==> config.mk <==
export PLATFORM = sky130hd
export DESIGN_NAME = spi_transaction_queue_scheduler
export DESIGN_NICKNAME = d
export VERILOG_FILES = /design/src/stqs_pkg.sv /design/src/stqs_ram.sv /design/src/spi_transaction_queue_scheduler.sv
export SDC_FILE = /design/constraint.sdc
export NUM_CORES = 2
export LEC_CHECK = 0
export BUFFER_PORTS_ARGS = -buffer_cell sky130_fd_sc_hd__buf_2
export CORE_UTILIZATION = 65
export CTS_CLUSTER_SIZE = 28
export DETAILED_ROUTE_END_ITERATION = 8
export PLACE_DENSITY = 0.84
export SYNTH_ARGS = -nofsm -noshare
export SYNTH_HDL_FRONTEND = slang
export SYNTH_SLANG_ARGS = --single-unit
==> constraint.sdc <==
create_clock -name clk -period 24.9 [get_ports clk]
set_input_delay 2.49 -clock clk [delete_from_list [all_inputs] [get_ports clk]]
set_output_delay 2.49 -clock clk [all_outputs]
set_load 0.01 [all_outputs]
==> src/stqs_pkg.sv <==
`timescale 1ns / 1ps

package stqs_pkg;

  localparam int QUEUE_SLOTS_DEF = 16;
  localparam int CLIENT_BITS_DEF = 4;

  localparam int ADDR_W  = 32;
  localparam int COUNT_W = 16;
  localparam int BAUD_W  = 3;
  localparam int TIME_W  = 32;
  localparam int CMD_W   = 2;
  localparam int KIND_W  = 2;

  localparam int CFG_IDX_W  = 1;
  localparam int CFG_DATA_W = 32;

  localparam logic [CFG_IDX_W-1:0] CFG_MAX_TIME     = 1'd0;
  localparam logic [CFG_IDX_W-1:0] CFG_DOUBLE_SPEED = 1'd1;

  localparam logic [TIME_W-1:0] MAX_TIME_RESET = 32'd10000;
  localparam logic [BAUD_W-1:0] BAUD_CODE_MAX  = 3'd7;

  localparam logic [CMD_W-1:0] CMD_ENQUEUE = 2'd0;
  localparam logic [CMD_W-1:0] CMD_DONE    = 2'd1;
  localparam logic [CMD_W-1:0] CMD_POLL    = 2'd2;
  localparam logic [CMD_W-1:0] CMD_NONE    = 2'd3;

  localparam logic [KIND_W-1:0] KIND_START    = 2'd0;
  localparam logic [KIND_W-1:0] KIND_COMPLETE = 2'd1;
  localparam logic [KIND_W-1:0] KIND_TIMEOUT  = 2'd2;
  localparam logic [KIND_W-1:0] KIND_DROP     = 2'd3;

  typedef enum logic [1:0] {
    ST_IDLE,
    ST_CMD,
    ST_END,
    ST_START
  } state_t;

endpackage

==> src/stqs_ram.sv <==
`timescale 1ns / 1ps

module stqs_ram #(
  parameter int WIDTH = 8,
  parameter int DEPTH = 16
) (
  input  logic                     clk,
  input  logic                     we,
  input  logic [$clog2(DEPTH)-1:0] waddr,
  input  logic [WIDTH-1:0]         wdata,
  input  logic [$clog2(DEPTH)-1:0] raddr,
  output logic [WIDTH-1:0]         rdata
);

  logic [WIDTH-1:0] mem [DEPTH];

  always_ff @(posedge clk) begin
    if (we) begin
      mem[waddr] <= wdata;
    end
    rdata <= mem[raddr];
  end

endmodule

==> src/spi_transaction_queue_scheduler.sv <==
`timescale 1ns / 1ps

// FIFO scheduler for one SPI bus. An item is taken when start is high and busy is low; busy
// then stays high through ST_CMD, ST_END and ST_START, which follow the walk through the
// slot memory (write the head slot, read the tail slot, read the slot to launch). An item
// gives up to three results, in the order drop, then complete or timeout abort, then start;
// each shows on the out_ ports for exactly one cycle with out_valid high, and the last one
// of the item carries out_last. The drop shows while the state is ST_END, the complete or
// timeout abort in ST_START and the start once back in ST_IDLE; results cannot be held
// off. Configuration writes take effect at once and are meant for times when busy is low.
// The slot memory needs no clearing after reset.
module spi_transaction_queue_scheduler #(
  parameter int QUEUE_SLOTS = stqs_pkg::QUEUE_SLOTS_DEF,
  parameter int CLIENT_BITS = stqs_pkg::CLIENT_BITS_DEF
) (
  input  logic                                clk,
  input  logic                                rst_n,
  input  logic                                start,
  output logic                                busy,
  input  logic [stqs_pkg::CMD_W-1:0]          in_command,
  input  logic [CLIENT_BITS-1:0]              in_client_id,
  input  logic [stqs_pkg::ADDR_W-1:0]         in_rx_addr,
  input  logic [stqs_pkg::ADDR_W-1:0]         in_tx_addr,
  input  logic [stqs_pkg::COUNT_W-1:0]        in_byte_count,
  input  logic [stqs_pkg::BAUD_W-1:0]         in_baud_code,
  input  logic [stqs_pkg::TIME_W-1:0]         in_now_us,
  input  logic                                cfg_we,
  input  logic [stqs_pkg::CFG_IDX_W-1:0]      cfg_index,
  input  logic [stqs_pkg::CFG_DATA_W-1:0]     cfg_data,
  output logic                                out_valid,
  output logic [stqs_pkg::KIND_W-1:0]         out_kind,
  output logic [CLIENT_BITS-1:0]              out_client,
  output logic [stqs_pkg::ADDR_W-1:0]         out_rx_addr,
  output logic [stqs_pkg::ADDR_W-1:0]         out_tx_addr,
  output logic [stqs_pkg::COUNT_W-1:0]        out_count,
  output logic [stqs_pkg::BAUD_W-1:0]         out_baud,
  output logic [stqs_pkg::TIME_W-1:0]         out_stamp_us,
  output logic [stqs_pkg::TIME_W-1:0]         out_timeout_total,
  output logic [stqs_pkg::TIME_W-1:0]         out_longest_us,
  output logic                                out_last
);

  localparam int IDX_W  = $clog2(QUEUE_SLOTS);
  localparam int SLOT_W = CLIENT_BITS + 2 * stqs_pkg::ADDR_W + stqs_pkg::COUNT_W
                          + stqs_pkg::BAUD_W;
  localparam logic [IDX_W-1:0] LAST_IDX = IDX_W'(QUEUE_SLOTS - 1);

  function automatic logic [IDX_W-1:0] next_idx(input logic [IDX_W-1:0] i);
    return (i == LAST_IDX) ? '0 : i + 1'b1;
  endfunction

  stqs_pkg::state_t state_r, state_nxt;

  logic [IDX_W-1:0]                head_r, head_nxt;
  logic [IDX_W-1:0]                tail_r, tail_nxt;
  logic                            active_r, active_nxt;
  logic [stqs_pkg::TIME_W-1:0]     start_time_r, start_time_nxt;
  logic [stqs_pkg::TIME_W-1:0]     timeout_count_r, timeout_count_nxt;
  logic [stqs_pkg::TIME_W-1:0]     max_time_r, max_time_nxt;
  logic [stqs_pkg::TIME_W-1:0]     max_xfer_r, max_xfer_nxt;
  logic                            dbl_r, dbl_nxt;
  logic                            ev_end_r, ev_end_nxt;
  logic                            ev_abort_r, ev_abort_nxt;
  logic                            ev_start_r, ev_start_nxt;

  logic [stqs_pkg::CMD_W-1:0]      cmd_r, cmd_nxt;
  logic [CLIENT_BITS-1:0]          client_r, client_nxt;
  logic [stqs_pkg::ADDR_W-1:0]     rx_r, rx_nxt;
  logic [stqs_pkg::ADDR_W-1:0]     tx_r, tx_nxt;
  logic [stqs_pkg::COUNT_W-1:0]    cnt_r, cnt_nxt;
  logic [stqs_pkg::BAUD_W-1:0]     baud_r, baud_nxt;
  logic [stqs_pkg::TIME_W-1:0]     now_r, now_nxt;

  logic                            out_valid_r, out_valid_nxt;
  logic [stqs_pkg::KIND_W-1:0]     out_kind_r, out_kind_nxt;
  logic [CLIENT_BITS-1:0]          out_client_r, out_client_nxt;
  logic [stqs_pkg::ADDR_W-1:0]     out_rx_r, out_rx_nxt;
  logic [stqs_pkg::ADDR_W-1:0]     out_tx_r, out_tx_nxt;
  logic [stqs_pkg::COUNT_W-1:0]    out_cnt_r, out_cnt_nxt;
  logic [stqs_pkg::BAUD_W-1:0]     out_baud_r, out_baud_nxt;
  logic [stqs_pkg::TIME_W-1:0]     out_stamp_r, out_stamp_nxt;
  logic [stqs_pkg::TIME_W-1:0]     out_tmo_r, out_tmo_nxt;
  logic [stqs_pkg::TIME_W-1:0]     out_long_r, out_long_nxt;
  logic                            out_last_r, out_last_nxt;

  logic                            ram_we;
  logic [SLOT_W-1:0]               ram_wdata;
  logic [SLOT_W-1:0]               ram_rdata;

  logic                            cmd_ok;
  logic                            full;
  logic                            do_drop;
  logic                            do_wr;
  logic                            do_cmpl;
  logic                            still_active;
  logic [stqs_pkg::TIME_W-1:0]     age;
  logic                            do_abort;
  logic [IDX_W-1:0]                tail_a;
  logic [IDX_W-1:0]                head_a;
  logic                            do_start;
  logic [stqs_pkg::BAUD_W-1:0]     wr_baud;

  logic [CLIENT_BITS-1:0]          rd_client;
  logic [stqs_pkg::ADDR_W-1:0]     rd_rx;
  logic [stqs_pkg::ADDR_W-1:0]     rd_tx;
  logic [stqs_pkg::COUNT_W-1:0]    rd_cnt;
  logic [stqs_pkg::BAUD_W-1:0]     rd_baud;

  stqs_ram #(
    .WIDTH(SLOT_W),
    .DEPTH(QUEUE_SLOTS)
  ) u_slot_ram (
    .clk  (clk),
    .we   (ram_we),
    .waddr(head_r),
    .wdata(ram_wdata),
    .raddr(tail_r),
    .rdata(ram_rdata)
  );

  // decisions for the latched item, evaluated in the command cycle
  assign cmd_ok       = (cmd_r != stqs_pkg::CMD_NONE);
  assign full         = (next_idx(head_r) == tail_r);
  assign do_drop      = (cmd_r == stqs_pkg::CMD_ENQUEUE) && full;
  assign do_wr        = (cmd_r == stqs_pkg::CMD_ENQUEUE) && !full;
  assign do_cmpl      = (cmd_r == stqs_pkg::CMD_DONE) && active_r;
  assign still_active = active_r && !do_cmpl;
  assign age          = now_r - start_time_r;
  assign do_abort     = cmd_ok && still_active && (age > max_xfer_r);
  assign tail_a       = (do_cmpl || do_abort) ? next_idx(tail_r) : tail_r;
  assign head_a       = do_wr ? next_idx(head_r) : head_r;
  assign do_start     = cmd_ok && (!still_active || do_abort) && (tail_a != head_a);

  assign wr_baud   = (dbl_r && (baud_r != stqs_pkg::BAUD_CODE_MAX)) ? baud_r + 1'b1 : baud_r;
  assign ram_wdata = {client_r, rx_r, tx_r, cnt_r, wr_baud};
  assign {rd_client, rd_rx, rd_tx, rd_cnt, rd_baud} = ram_rdata;

  always_comb begin
    state_nxt = state_r;
    unique case (state_r)
      stqs_pkg::ST_IDLE: begin
        if (start) begin
          state_nxt = stqs_pkg::ST_CMD;
        end
      end
      stqs_pkg::ST_CMD:   state_nxt = stqs_pkg::ST_END;
      stqs_pkg::ST_END:   state_nxt = stqs_pkg::ST_START;
      stqs_pkg::ST_START: state_nxt = stqs_pkg::ST_IDLE;
      default:            state_nxt = stqs_pkg::ST_IDLE;
    endcase
  end

  always_comb begin
    head_nxt          = head_r;
    tail_nxt          = tail_r;
    active_nxt        = active_r;
    start_time_nxt    = start_time_r;
    timeout_count_nxt = timeout_count_r;
    max_time_nxt      = max_time_r;
    max_xfer_nxt      = max_xfer_r;
    dbl_nxt           = dbl_r;
    ev_end_nxt        = ev_end_r;
    ev_abort_nxt      = ev_abort_r;
    ev_start_nxt      = ev_start_r;
    cmd_nxt           = cmd_r;
    client_nxt        = client_r;
    rx_nxt            = rx_r;
    tx_nxt            = tx_r;
    cnt_nxt           = cnt_r;
    baud_nxt          = baud_r;
    now_nxt           = now_r;
    ram_we            = 1'b0;
    out_valid_nxt     = 1'b0;
    out_kind_nxt      = stqs_pkg::KIND_START;
    out_client_nxt    = '0;
    out_rx_nxt        = '0;
    out_tx_nxt        = '0;
    out_cnt_nxt       = '0;
    out_baud_nxt      = '0;
    out_stamp_nxt     = '0;
    out_tmo_nxt       = timeout_count_r;
    out_long_nxt      = max_time_r;
    out_last_nxt      = 1'b0;

    if (cfg_we) begin
      if (cfg_index == stqs_pkg::CFG_MAX_TIME) begin
        max_xfer_nxt = cfg_data[stqs_pkg::TIME_W-1:0];
      end else if (cfg_index == stqs_pkg::CFG_DOUBLE_SPEED) begin
        dbl_nxt = cfg_data[0];
      end
    end

    unique case (state_r)
      stqs_pkg::ST_IDLE: begin
        if (start) begin
          cmd_nxt    = in_command;
          client_nxt = in_client_id;
          rx_nxt     = in_rx_addr;
          tx_nxt     = in_tx_addr;
          cnt_nxt    = in_byte_count;
          baud_nxt   = in_baud_code;
          now_nxt    = in_now_us;
        end
      end
      stqs_pkg::ST_CMD: begin
        ram_we       = do_wr;
        head_nxt     = head_a;
        tail_nxt     = tail_a;
        active_nxt   = do_start || (still_active && !do_abort);
        ev_end_nxt   = do_cmpl || do_abort;
        ev_abort_nxt = do_abort;
        ev_start_nxt = do_start;
        if (do_start) begin
          start_time_nxt = now_r;
        end
        if (do_abort) begin
          timeout_count_nxt = timeout_count_r + 1'b1;
        end
        if (do_cmpl && (age > max_time_r)) begin
          max_time_nxt = age;
        end
        if (do_drop) begin
          out_valid_nxt  = 1'b1;
          out_kind_nxt   = stqs_pkg::KIND_DROP;
          out_client_nxt = client_r;
          out_last_nxt   = !(do_cmpl || do_abort || do_start);
        end
      end
      stqs_pkg::ST_END: begin
        if (ev_end_r) begin
          out_valid_nxt  = 1'b1;
          out_kind_nxt   = ev_abort_r ? stqs_pkg::KIND_TIMEOUT : stqs_pkg::KIND_COMPLETE;
          out_client_nxt = rd_client;
          out_stamp_nxt  = ev_abort_r ? '0 : now_r;
          out_last_nxt   = !ev_start_r;
        end
      end
      stqs_pkg::ST_START: begin
        if (ev_start_r) begin
          out_valid_nxt  = 1'b1;
          out_kind_nxt   = stqs_pkg::KIND_START;
          out_client_nxt = rd_client;
          out_rx_nxt     = rd_rx;
          out_tx_nxt     = rd_tx;
          out_cnt_nxt    = rd_cnt;
          out_baud_nxt   = rd_baud;
          out_last_nxt   = 1'b1;
        end
      end
      default: begin
        ram_we = 1'b0;
      end
    endcase
  end

  always_ff @(posedge clk) begin
    if (!rst_n) begin
      state_r         <= stqs_pkg::ST_IDLE;
      head_r          <= '0;
      tail_r          <= '0;
      active_r        <= 1'b0;
      start_time_r    <= '0;
      timeout_count_r <= '0;
      max_time_r      <= '0;
      max_xfer_r      <= stqs_pkg::MAX_TIME_RESET;
      dbl_r           <= 1'b0;
      ev_end_r        <= 1'b0;
      ev_abort_r      <= 1'b0;
      ev_start_r      <= 1'b0;
      out_valid_r     <= 1'b0;
    end else begin
      state_r         <= state_nxt;
      head_r          <= head_nxt;
      tail_r          <= tail_nxt;
      active_r        <= active_nxt;
      start_time_r    <= start_time_nxt;
      timeout_count_r <= timeout_count_nxt;
      max_time_r      <= max_time_nxt;
      max_xfer_r      <= max_xfer_nxt;
      dbl_r           <= dbl_nxt;
      ev_end_r        <= ev_end_nxt;
      ev_abort_r      <= ev_abort_nxt;
      ev_start_r      <= ev_start_nxt;
      out_valid_r     <= out_valid_nxt;
    end
  end

  always_ff @(posedge clk) begin
    cmd_r        <= cmd_nxt;
    client_r     <= client_nxt;
    rx_r         <= rx_nxt;
    tx_r         <= tx_nxt;
    cnt_r        <= cnt_nxt;
    baud_r       <= baud_nxt;
    now_r        <= now_nxt;
    out_kind_r   <= out_kind_nxt;
    out_client_r <= out_client_nxt;
    out_rx_r     <= out_rx_nxt;
    out_tx_r     <= out_tx_nxt;
    out_cnt_r    <= out_cnt_nxt;
    out_baud_r   <= out_baud_nxt;
    out_stamp_r  <= out_stamp_nxt;
    out_tmo_r    <= out_tmo_nxt;
    out_long_r   <= out_long_nxt;
    out_last_r   <= out_last_nxt;
  end

  assign busy              = (state_r != stqs_pkg::ST_IDLE);
  assign out_valid         = out_valid_r;
  assign out_kind          = out_kind_r;
  assign out_client        = out_client_r;
  assign out_rx_addr       = out_rx_r;
  assign out_tx_addr       = out_tx_r;
  assign out_count         = out_cnt_r;
  assign out_baud          = out_baud_r;
  assign out_stamp_us      = out_stamp_r;
  assign out_timeout_total = out_tmo_r;
  assign out_longest_us    = out_long_r;
  assign out_last          = out_last_r;

endmodule

# After elaboration in Yosys (flattened, before gate mapping)
# Memories as Yosys holds them, arrays and structs flattened. A register that Yosys moved wholly into a read port is not among the register bits.
# Index checks and enable logic that the tools add are counted.
# totals
out_inout_bits	188
latchBits	0
word_cells	109
romBits	0
register_bits	451
input_bits	158
ramBits	1392
memories	1
# classes
muxes	25
shift	0
div	0
add_sub_neg	5
mul	0
n_lt_le_gt_ge	2
reduce_logical	32
eq_ne	11
bitwise_logic	3
# mem_list
name	depth	word_bits	rd	rd_clocked_by_memory_dff	wr	line	rtl
u_slot_ram.mem	16	87	1	1	1	stqs_ram.sv:15	logic [WIDTH-1:0] mem [DEPTH];
# op_table
cell	n
32-bit > comparator	2
32-bit by 1-bit adder with 32-bit output, second input constant	1
32-bit subtractor	1
4-bit two-way mux	7
2-bit AND reduction	7
4-bit case mux with 3 select lines	1
1-bit logical AND	11
4-bit by 1-bit adder with 4-bit output, second input constant	2
4-bit == test, second input constant	2
1-bit two-way mux	8
2-bit two-way mux	4
2-bit case mux with 4 select lines	1
1-bit logical NOT	6
1-bit case mux with 3 select lines	2
2-bit by 1-bit == test with 1-bit output, second input constant	2
2-bit == test, second input constant	2
4-bit == test	1
2-bit logical NOT	2
1-bit logical OR	4
2-bit inequality test, second input constant	2
4-bit inequality test	1
2-bit case mux with 2 select lines	1
3-bit by 1-bit adder with 3-bit output, second input constant	1
3-bit two-way mux	1
other kinds (4)	6

# Longest topological paths before layout
# depth
ltp_word	14
ltp_mapped	26
ltp_nobuf	24

# By module
# Synthesis repeated with hierarchy kept, for this count alone.
# unflattened
cells_unflattened	3845
hier_area_um2	71255.8
# modules_own_cells
module	area_each_um2	cells_each	n_inst	seq_area_each_um2
stqs_ram	53771.6	2232	1	43541.8
spi_transaction_queue_scheduler	17484.3	1613	1	10239.8

# Worst setup path after synthesis
# Ideal clock, no wire load.
# synth_timing
path_type	register to register
from	register head_r[0]
to	memory u_slot_ram.mem[3][0] (netlist bit) (enable)
setup_slack_ns	16.439
setup_time_ns	0.639
path_stages_with_launch	8
path_buffers	0
synth_period_minus_slack_ns	8.461
required_time_ns	24.261
arrival_time_ns	7.822
cell_sequence	dfxtp_1 -> ha_1 -> a21oi_1 -> o221ai_1 -> a211oi_4 -> nor2_1 -> nand2_1 -> nor3_1
# synth_via
elab_chain_cells	8
elab_cells_between_ends	9
cone_classes	add/sub: 1; eq/ne: 2; mux: 4; reduce/logical: 2
# synth_lines
element	line	rtl
from (decl)	spi_transaction_queue_scheduler.sv:54	logic [IDX_W-1:0] head_r, head_nxt;
from (signal assigned)	spi_transaction_queue_scheduler.sv:273	head_r <= head_nxt;
4-bit by 1-bit adder with 4-bit output / 4-bit == test (equally long branches)	spi_transaction_queue_scheduler.sv:49	return (i == LAST_IDX) ? '0 : i + 1'b1;
4-bit two-way mux	spi_transaction_queue_scheduler.sv:49	
4-bit == test	spi_transaction_queue_scheduler.sv:123	assign full = (next_idx(head_r) == tail_r);
1-bit logical NOT	spi_transaction_queue_scheduler.sv:125	assign do_wr = (cmd_r == stqs_pkg::CMD_ENQUEUE) && !full;
1-bit logical AND	spi_transaction_queue_scheduler.sv:125	
1-bit two-way mux	spi_transaction_queue_scheduler.sv:193	unique case (state_r)
1-bit two-way mux	stqs_ram.sv:18	if (we) begin
1-bit two-way mux (implied by the code)	stqs_ram.sv:19	mem[waddr] <= wdata;
to (decl)	stqs_ram.sv:15	
# Several ways; a longest one is shown, not always the timed one.

# Worst setup path after layout
# layout_timing
from	register now_r[1] (netlist bit)
to	register start_time_r[26] (netlist bit)
# layout_via
elab_chain_cells	8
elab_cells_between_ends	10
cone_classes	add/sub: 1; order compare: 1; eq/ne: 1; mux: 1; reduce/logical: 6
# layout_lines
element	line	rtl
from (decl)	spi_transaction_queue_scheduler.sv:72	logic [stqs_pkg::TIME_W-1:0] now_r, now_nxt;
from (signal assigned)	spi_transaction_queue_scheduler.sv:295	now_r <= now_nxt;
32-bit subtractor (*)	spi_transaction_queue_scheduler.sv:128	assign age = now_r - start_time_r;
via age, one bit	spi_transaction_queue_scheduler.sv:96	logic [stqs_pkg::TIME_W-1:0] age;
32-bit > comparator (*)	spi_transaction_queue_scheduler.sv:129	assign do_abort = cmd_ok && still_active && (age > max_xfer_r);
1-bit logical AND (*)	spi_transaction_queue_scheduler.sv:129	
1-bit logical OR	spi_transaction_queue_scheduler.sv:130	assign tail_a = (do_cmpl || do_abort) ? next_idx(tail_r) : tail_r;
4-bit two-way mux	spi_transaction_queue_scheduler.sv:130	
4-bit inequality test	spi_transaction_queue_scheduler.sv:132	assign do_start = cmd_ok && (!still_active || do_abort) && (tail_a != head_a);
1-bit logical AND (*)	spi_transaction_queue_scheduler.sv:132	
2-bit AND reduction (no line) (*)	-	
to (signal assigned)	spi_transaction_queue_scheduler.sv:276	start_time_r <= start_time_nxt;
to (decl)	spi_transaction_queue_scheduler.sv:57	logic [stqs_pkg::TIME_W-1:0] start_time_r, start_time_nxt;
# Mark *: on every way through the listed nets, which the timed path passes. The rest lies on a longest branch.
# A chain may end at the register's enable or synchronous reset.

==> impl_results.md <==
* Result of the run: finished, final reports clean
* Postcts setup bufs at 0
* Maximum operating frequency at 0.128 GHz
* Largest net degree at the start of global routing at 156
* Vias in the first global route at 38800
* Remaining antenna violation count after routing at 0
* Largest voltage drop on the vdd net at 0.0820 mV
* Wire per inst at 31.5 um
* Core Footprint at 0.109 mm^2
* Final std cell area, no fill at 0.0813 mm^2
* Number of maximum-capacitance constraint violations at 0
* Net count after synthesis at 3956
* Count of boundary I/O pins at 346
* Reg-to-Reg Start: now_r[1]
* Clock tree from TritonCTS: yes
* Proportion of layout cells with a drive suffix above 1 at 0.276
* Clk_skew at 26.5 ps
* Cells traversed along the worst timing path: ha_1, nor2b_1, o21ai_0, a21boi_0, o2111ai_1, a21oi_1, o21ai_0, a21oi_1, a221o_1, nor2_1, xnor2_1, ha_1, nand4_1, nor4_1, a2111oi_0, nand4_1, and2_1, a41oi_1, a31oi_1, nor3_4, buf_4, mux2i_1
* Overall global routing resource usage at 0.326
* Post-layout power at 7.32 mW
* Summed instance area of the synthesized netlist at 0.0717 mm^2
* Transition at the pin with the smallest max-transition slack at 1320 ps
* Setup crit end kind: register
* Capture instance of the worst register-to-register path: start_time_r[26]
* Worst Hold End: out_longest_us[13]
* Final count of negative-setup-slack endpoints at 0
* Antenna violations before repair at 12
* Cell count after synthesis at 3689
* Share of async-settable or async-resettable flops after synthesis at 0
* Clock tree sinks at 1930
* Routability-driven placement congestion ratio at 0.878
* Required time worst endpoint at 25620 ps
* Critical Path Max Stage Delay at 1020 ps
* HPWL after detailed placement at 88100 um
* Total count of hold-check failures in the final report at 0
* Via count at 38100
* Clock latency at the later pin of the worst-skew pair at 810 ps
* Post-detailed-route DRC marker count at 0
* Max FO, Critical Path at 24
* Initial core utilization at 0.657
* Vias per cell at 6.69
* Total Routed Length at 179000 um
* Final clock period utilization by the worst path at 0.314
* Final setup TNS at 0 ps
* Cell depth of the worst flop-to-flop path at 22
* Overall die height at 334 um
* Number of synthesized register bits at 1930
* Quantity of I/O buffers inserted on ports at 345
* Post-layout util at 0.746
* Startpoint kind of the worst setup timing path: register
* Clock slew at reported path FFs at 60 ps
* Total die area at 0.112 mm^2
* Leftover overflow at the end of global routing at 0
* Critical path class: register to register
* Min Tclk post-route at 7820 ps
* Setup repair after global routing missed its margin: false
* Resize count post-CTS at 0
* 1st-iter DRT viols at 5046
* Worst R2R Setup Slack at 17080 ps
* Cell variety after synth at 78
* Htree depth at 4
* Number of clock buffers inserted by TritonCTS at 181
* Clock tree root driver cell: sky130_fd_sc_hd__clkbuf_16
* Area occupied by registers at 0.0538 mm^2
* Hold depth at 0
* Arrival time at the worst endpoint at 8540 ps
* Synth Flop Type: sky130_fd_sc_hd__edfxtp_1
* Max transition margin at 0.120
* Worst hold path class: register to register
* Placement Rows at 121
* Wire length of the first global-routing pass at 260000 um
* Cell area after placement at 0.0751 mm^2
* Worst-case clock buffer depth at 3
* Layout-stage area growth over the synthesis result at 13.5%
* Share of synthesized area occupied by flip-flops and latches at 0.751
* Worst min-delay path startpoint: max_time_r[13]
* # placed instances at 5340
* Horizontal die dimension at 334 um
* Worst path slowest cell: sky130_fd_sc_hd__a2111oi_0
* Number of flops mapped to enable cells by yosys at 1513
* Number of non-filler instances in the completed layout at 5687
* Hold buffer count at CTS at 0
* Mean cell area of the mapped netlist at 19.4 um^2
* Areal power density over the cells at 90.0 mW/mm^2
* Total of warnings raised by yosys at 0
* Count of final max-slew check failures at 0
* Number of filler cells placed in the layout at 5679
* Static leakage at 27.4 nW
* Combined area of the multi-input logic cells at 0.0169 mm^2
* Number of nets in the layout at 4376
* First drt pass iteration count at 6
==> worst max-delay path by stage <==
stage	from	endpoint	depth (start not counted)
finish	now_r[1]	start_time_r[26]	22
global route	now_r[0]	start_time_r[31]	25
CTS	now_r[0]	start_time_r[11]	25
detailed placement	now_r[0]	start_time_r[17]	25
global placement	now_r[0]	start_time_r[22]	25
floorplan	head_r[0]	u_slot_ram.mem[3][0]	7
==> metrics by stage <==
| stage | hold WS (ps) | worst slack [ps] |
|---|---|---|
| floorplan | 350 | 16440 |
| global placement | 354 | 17430 |
| detailed placement | 356 | 17150 |
| CTS | 364 | 17070 |
| global route | 372 | 16590 |
| finish | 363 | 17080 |
==> routing by layer <==
| layer | part of all wire | vias to the layer above | GRT usage | wire, um |
|---|---|---|---|---|
| met5 | 0.00029 | - | 0 | 51 |
| met1 | 0.36 | 19400 | 0.435 | 64300 |
| met4 | 0.039 | 8 | 0.133 | 7030 |
| li1 | - | 15400 | - | - |
| met3 | 0.096 | 467 | 0.0568 | 17100 |
| met2 | 0.51 | 2724 | 0.540 | 90400 |
==> worst max-delay path: cells and delay by family (launching register included) <==
family                     cells  cell delay [ps]
AOI/OAI and AO/OA             10             3890
and+or+nand+nor                7             1840
adders and majority gates      2              600
buffers and inverters          1              530
DFF                            1              440
muxes                          1              240
xor gates and xnor gates       1              170
==> cells in the mapped netlist (5+ instances only) <==
cell type	number	share of area
sky130_fd_sc_hd__edfxtp_1	1513	0.63
sky130_fd_sc_hd__mux4_2	435	0.14
sky130_fd_sc_hd__dfxtp_1	417	0.12
sky130_fd_sc_hd__nand2_1	188	0.0098
sky130_fd_sc_hd__clkbuf_1	123	0.0064
sky130_fd_sc_hd__inv_1	115	0.0060
sky130_fd_sc_hd__nor2_1	115	0.0060
sky130_fd_sc_hd__ha_1	108	0.019
sky130_fd_sc_hd__and3_1	94	0.0082
sky130_fd_sc_hd__a21oi_1	86	0.0060
sky130_fd_sc_hd__mux2i_1	60	0.0084
sky130_fd_sc_hd__and2_1	40	0.0035
sky130_fd_sc_hd__xor2_1	40	0.0049
sky130_fd_sc_hd__a21o_1	39	0.0041
sky130_fd_sc_hd__buf_1	36	0.0019
sky130_fd_sc_hd__nand3_1	31	0.0022
sky130_fd_sc_hd__o21ai_0	28	0.0020
sky130_fd_sc_hd__xnor2_1	28	0.0034
sky130_fd_sc_hd__nand4_1	27	0.0024
sky130_fd_sc_hd__nor2b_1	14	0.0012
sky130_fd_sc_hd__nor3_1	14	0.00098
sky130_fd_sc_hd__nand2b_1	11	0.00096
sky130_fd_sc_hd__a211oi_1	9	0.00094
sky130_fd_sc_hd__o211ai_1	8	0.00084
sky130_fd_sc_hd__o21a_1	8	0.00084
sky130_fd_sc_hd__o2bb2ai_1	5	0.00061
sky130_fd_sc_hd__or3_1	5	0.00044
==> placed cells by master, fill, tap and decap left out, types with 9 or more instances in the layout <==
master                      synthesis  final
sky130_fd_sc_hd__edfxtp_1        1513   1513
sky130_fd_sc_hd__mux4_2           435    435
sky130_fd_sc_hd__dfxtp_1          417    412
sky130_fd_sc_hd__buf_2              3    345
sky130_fd_sc_hd__nand2_1          188    188
sky130_fd_sc_hd__clkbuf_16          0    185
sky130_fd_sc_hd__inv_1            115    115
sky130_fd_sc_hd__ha_1             108    107
sky130_fd_sc_hd__nor2_1           115    102
sky130_fd_sc_hd__and3_1            94     94
sky130_fd_sc_hd__a21oi_1           86     86
sky130_fd_sc_hd__mux2i_1           60     60
sky130_fd_sc_hd__buf_4              0     56
sky130_fd_sc_hd__xor2_1            40     40
sky130_fd_sc_hd__a21o_1            39     39
sky130_fd_sc_hd__and2_1            40     39
sky130_fd_sc_hd__clkinv_2           0     36
sky130_fd_sc_hd__clkbuf_1         123     32
sky130_fd_sc_hd__nand3_1           31     31
sky130_fd_sc_hd__o21ai_0           28     28
sky130_fd_sc_hd__xnor2_1           28     28
sky130_fd_sc_hd__nand4_1           27     27
sky130_fd_sc_hd__clkbuf_8           0     26
sky130_fd_sc_hd__clkinv_1           1     17
sky130_fd_sc_hd__bufinv_16          0     17
sky130_fd_sc_hd__nor2b_1           14     13
sky130_fd_sc_hd__nor2_4             0     12
sky130_fd_sc_hd__nand2b_1          11     11
sky130_fd_sc_hd__nor3_1            14     10
sky130_fd_sc_hd__a211oi_1           9      9
sky130_fd_sc_hd__inv_6              0      9
==> power breakdown <==
| group | leakage (nW) | internal (mW) | switching, mW |
|---|---|---|---|
| Combinational | 7.30 | 0.240 | 0.371 |
| Sequential | 17.1 | 3.69 | 0.152 |
| Clock | 3.05 | 1.63 | 1.23 |
==> flip-flops by register name (all words and copies together), names as in the netlist, 32 cells and up <==
signal             count
out_rx_addr           32
out_tmo_nxt           32
out_longest_us        32
max_time_r            32
u_slot_ram.mem      1392
max_xfer_r            32
out_tx_addr           32
out_timeout_total     32
tx_r                  32
rx_r                  32
out_stamp_us          32
u_slot_ram.rdata      87
now_r                 32
start_time_r          32
==> final cells by class <==
cell class                      count  share of cell area
Clock inverter                     97              0.0133
Multi-Input combinational cell   1476               0.208
Timing Repair Buffer              404              0.0271
Inverter                          116             0.00537
Clock buffer                      243              0.0628
Antenna cell                        7            0.000215
Tap cell                         1414              0.0218
Sequential cell                  1930               0.662
==> logic make-up after synthesis <==
| family | count (synthesis) | share of synthesized area |
|---|---|---|
| multiplexers | 497 | 0.145 |
| flip-flops | 1930 | 0.751 |
| XOR/XNOR | 70 | 0.00885 |
| AO/OA/AOI/OAI | 238 | 0.0222 |
| buffers and inverters | 283 | 0.0157 |
| adder cells (fa/ha/maj) | 109 | 0.0191 |
| AND/OR/NAND/NOR | 562 | 0.0382 |
(Power assumes the default switching activity.)
